### config.mk
export PLATFORM = sky130hd
export DESIGN_NAME = bds_ram
export DESIGN_NICKNAME = d
export VERILOG_FILES = /design/src/rtl/core/assert_macros.svh /design/src/rtl/core/bds_ram.sv
export SDC_FILE = /design/constraint.sdc
export NUM_CORES = 2
export LEC_CHECK = 0
export ABC_AREA = 1
export BUFFER_PORTS_ARGS = -buffer_cell sky130_fd_sc_hd__buf_2
export CORE_ASPECT_RATIO = 0.75
export CORE_MARGIN = 3
export CORE_UTILIZATION = 44
export DETAILED_ROUTE_END_ITERATION = 7
export PLACE_DENSITY = 0.69
export SLEW_MARGIN = 10
export SYNTH_ARGS = -nofsm -noshare
export SYNTH_HDL_FRONTEND = slang
export SYNTH_SLANG_ARGS = --single-unit
### constraint.sdc
create_clock -name aclk -period 2.35 [get_ports aclk]
set_input_delay 0.47 -clock aclk [delete_from_list [all_inputs] [get_ports aclk]]
set_output_delay 0.47 -clock aclk [all_outputs]
set_load 0.005 [all_outputs]
### src/rtl/core/assert_macros.svh
// Assertion macros shared by the core RTL.
// No dependencies; included by modules that carry concurrent checks.
`ifndef ASSERT_MACROS_SVH
`define ASSERT_MACROS_SVH

// Combinational invariant, sampled on every clock edge outside reset.
`define ASSERT_ALWAYS(label, clk, rstn, expr, msg) \
    label: assert property (@(posedge clk) disable iff (!(rstn)) (expr)) else $error(msg);

// Same-cycle implication, sampled on every clock edge outside reset.
`define ASSERT_IMPLY(label, clk, rstn, ante, cons, msg) \
    label: assert property (@(posedge clk) disable iff (!(rstn)) (ante) |-> (cons)) \
        else $error(msg);

`endif

### src/rtl/core/bds_ram.sv
// Generic simple dual-port RAM: one write port, one read port, registered read.
// No dependencies.
`timescale 1ns / 1ps
`default_nettype none

module bds_ram #(
    parameter int WIDTH = 8,
    parameter int DEPTH = 256
) (
    input  wire logic                     aclk,
    input  wire logic                     wr_en,
    input  wire logic [$clog2(DEPTH)-1:0] wr_addr,
    input  wire logic [WIDTH-1:0]         wr_data,
    input  wire logic                     rd_en,
    input  wire logic [$clog2(DEPTH)-1:0] rd_addr,
    output logic      [WIDTH-1:0]         rd_data
);

    logic [WIDTH-1:0] mem [DEPTH];

    always_ff @(posedge aclk) begin
        if (wr_en) begin
            mem[wr_addr] <= wr_data;
        end
        if (rd_en) begin
            rd_data <= mem[rd_addr];
        end
    end

endmodule

`default_nettype wire

# Word-level counts from Yosys, hierarchy flattened
# Memory sizes are Yosys's and may differ from the RTL's. A register that Yosys moved wholly into a read port is not among the register bits.
# Cells that the tools add are included.
# totals
inputBits	27
ram_bits	2048
mem_count	1
ff_bits	0
output_inout_bits	8
word_cells	3
# memory_table
memory	words	width	read_ports	rd_ports_with_merged_regs	write_ports	line	rtl
mem	256	8	1	1	1	bds_ram.sv:19	logic [WIDTH-1:0] mem [DEPTH];
# op_classes
muxes	2
# ops
op	count
two-way mux 1 bit	2

# Depth between registers and ports, before layout
# logic_depth
word_depth	2
mapped_depth	15
depth_no_buf	11

# Least setup slack after synthesis
# No wires, ideal clock.
# synth_timing
path_kind	in2reg
from	input wr_en
to	memory mem[162][0] (enable)
path_stages	4
t_required_ns	1.980
setup_time_ns	0.370
n_path_buf	2
path_slack_ns	0.389
t_arrival_ns	1.591
cell_sequence	clkbuf_1 -> nand3_1 -> clkbuf_1 -> nor2_1
# synth_via
elab_chain_cells	2
# synth_lines
item	line	rtl
start, declared	bds_ram.sv:11	input wire logic wr_en,
two-way mux 1 bit	bds_ram.sv:22	if (wr_en) begin
two-way mux 1 bit (implied by the code)	bds_ram.sv:23	mem[wr_addr] <= wr_data;
end, declared	bds_ram.sv:19	
# No other way between the ends.

# Worst setup path in the final report
# layout_timing
from	register rd_data[3], read port of mem
to	output rd_data[3]
# layout_rtl
item	line	rtl
start, declared	bds_ram.sv:16	output logic [WIDTH-1:0] rd_data
# No word-level cell between the ends.

==> impl_metrics.tcl <==
set metrics [dict create \
    fin_nets 7437 \
    cts_setup_buffers 0 \
    die_w_um 509 \
    netlist_area_um2 83500 \
    seq_area_frac_synth_pct 74.0 \
    peakVddDrop_mv 0.869 \
    vias 57577 \
    cts-root-buf "clkbuf_16" \
    syn_inst 7003 \
    dieHeight_um 383 \
    critical_path_class "flop to output port" \
    fmax_mhz 477 \
    grt_pass1_wl_um 348000 \
    antenna_found_initial 15 \
    cp_slowest_stage_delay_ns 0.59 \
    hold_path_class "primary input to flop" \
    clkLatencyLatePin_ns 0.83 \
    power_leakage_uw 0.0347 \
    io_buffer_count 34 \
    area.growth.synth_to_final_pct 16.5 \
    clkSinkCount 2056 \
    placed_cells 9718 \
    switching_share_pct 22.6 \
    drc 0 \
    clock_path_buffers 3 \
    max_cap_viol_count 0 \
    drtIter0Drc 8477 \
    cpLargestDelayFamily "flip-flops" \
    fin_hold_ws_ns 0.0782 \
    grt_max_degree 86 \
    status "finished clean" \
    hold_buffers 1 \
    rsz0062_at_grt "false" \
    required_ns 1.88 \
    cp_num_buf_inv 1 \
    cp.arrival_ns 1.63 \
    min_period_over_period_pct 89.3 \
    place.gp.congestion 0.959 \
    die_area_um2 195000 \
    cp_max_fo 2 \
    synth_cell_types 13 \
    finalCoreUtilization_pct 52.0 \
    hpwlAfterDp_um 146000 \
    drive_above_1_share_pct 12.9 \
    drt-total-wl_um 233000 \
    pin_count 35 \
    setup_ws_ns 0.252 \
    grt.total_usage_pct 23.7 \
    critPathLaunchType "flop" \
    instances_no_fill 10070 \
    syn_avg_cell_area_um2 11.9 \
    skew_ns 0.0193 \
    viasPerCell 5.72 \
    gr-total-overflow 0 \
    power_density_nw_per_um2 784 \
    clk_pin_slew_ns 0.06 \
    p_seq_share_pct 53.1 \
    coreArea_um2 187000 \
    ant_nets 0 \
    pre_cts_ws_ns -0.386 \
    routedWlPerCell_um 23.2 \
    h-tree-depth 4 \
    period_needed_ns 2.10 \
    clockPowerShare_pct 40.0 \
    setup_violations 0 \
    hold_viol_final 0 \
    p_switching_uw 17300 \
    cts_resized 0 \
    cts_tree "done" \
    grt_pass1_vias 54081 \
    rows 137 \
    first_pass_iters 7 \
    crit_chain "buf_2" \
    synth_seq_cells 2056 \
    syn_nets 7030 \
    intPower_uw 59000 \
    initial_core_util_pct 44.6 \
    slowest_stage "edfxtp_1" \
    cts_buffers 191 \
    endpoint_kind "output port" \
    p_comb_share_pct 6.9 \
    drv_slew 0 \
    timing.slew.headroom_pct 53.0 \
    worstMarginPinSlew_ns 0.705 \
    ys_warn_count 0 \
]
## cell type report
| cell class | count | area, µm² |
|---|---|---|
| sequential | 2056 | 61700 |
| clock inverter | 117 | 1110 |
| fill | 15414 | 89900 |
| antenna | 5 | 12.5 |
| tap | 2502 | 3130 |
| clock buffer | 229 | 4960 |
| inverter | 39 | 180 |
| multi-input combinational | 4425 | 19100 |
| timing repair buffer | 697 | 6990 |
## cells by family after synthesis
kind of cell | synth area share [%]
simple gates | 22.9
flops | 74.0
buf+inv | 3.12
## cells in the final DEF, fill, tap and decap left out, types with 2 or more instances in the layout
master,instances
buf_4,525
buf_12,138
clkinvlp_4,11
clkbuf_16,193
inv_16,4
clkinv_1,39
edfxtp_1,2056
inv_1,34
nor2_1,283
inv_6,7
inv_8,2
bufinv_16,17
nand3_1,2019
clkbuf_1,36
nand2_1,2123
clkinv_8,4
buf_2,22
diode_2,5
buf_8,11
clkinv_2,35
## state kept, by name, indices dropped and copies added, names as in the netlist
register / cells
mem: 2048
rd_data: 8
## per-layer routing
layer | vias up | GRT usage [%] | wire [µm]
met2 | 3549 | 34.0 | 101000
met5 | - | 0 | 23
li1 | 25690 | - | -
met4 | 4 | 6.98 | 6480
met1 | 27908 | 34.7 | 94000
met3 | 426 | 7.33 | 32400
## power groups by stage
stage                     Combinational [µW]  Clock, µW  Sequential [µW]
after CTS                               5180      30800            40500
after floorplan                         2490          0            41200
after detailed placement                5150          0            41300
after global placement                  5080          0            41300
after global routing                    5650      32300            40500
final                                   5270      30500            40500
## cell usage after synthesis
cell,count,area (µm²)
nor2_1,283,1060
buf_8,1,15.0
clkbuf_1,112,420
buf_4,46,345
edfxtp_1,2056,61700
inv_1,36,135
buf_2,268,1340
nand2_1,2123,7970
inv_2,2,7.51
buf_6,16,180
buf_1,40,150
inv_4,1,6.26
nand3_1,2019,10100
## worst paths after layout
kind         cells after the start  slack (ns)                   from               endpoint
max                              1        0.25   rd_data[3]$_DFFE_PP_             rd_data[3]
min                              1        0.08             wr_data[4]  mem[122][4]$_DFFE_PP_
max reg2reg                     10        0.32   mem[88][2]$_DFFE_PP_   rd_data[2]$_DFFE_PP_
min reg2reg                     10        1.04  mem[124][0]$_DFFE_PP_   rd_data[0]$_DFFE_PP_
## stage by stage
step                TNS, ns  power (µW)  cell area, µm²
finish                    0       76200           97300
detailed placement    -2.62       46400           91200
floorplan                 0       43700           83500
CTS                       0       76400           97200
global route              0       78400           97300
global placement      -2.54       46300           91200
No activity file was read; power rests on OpenSTA's default activity.
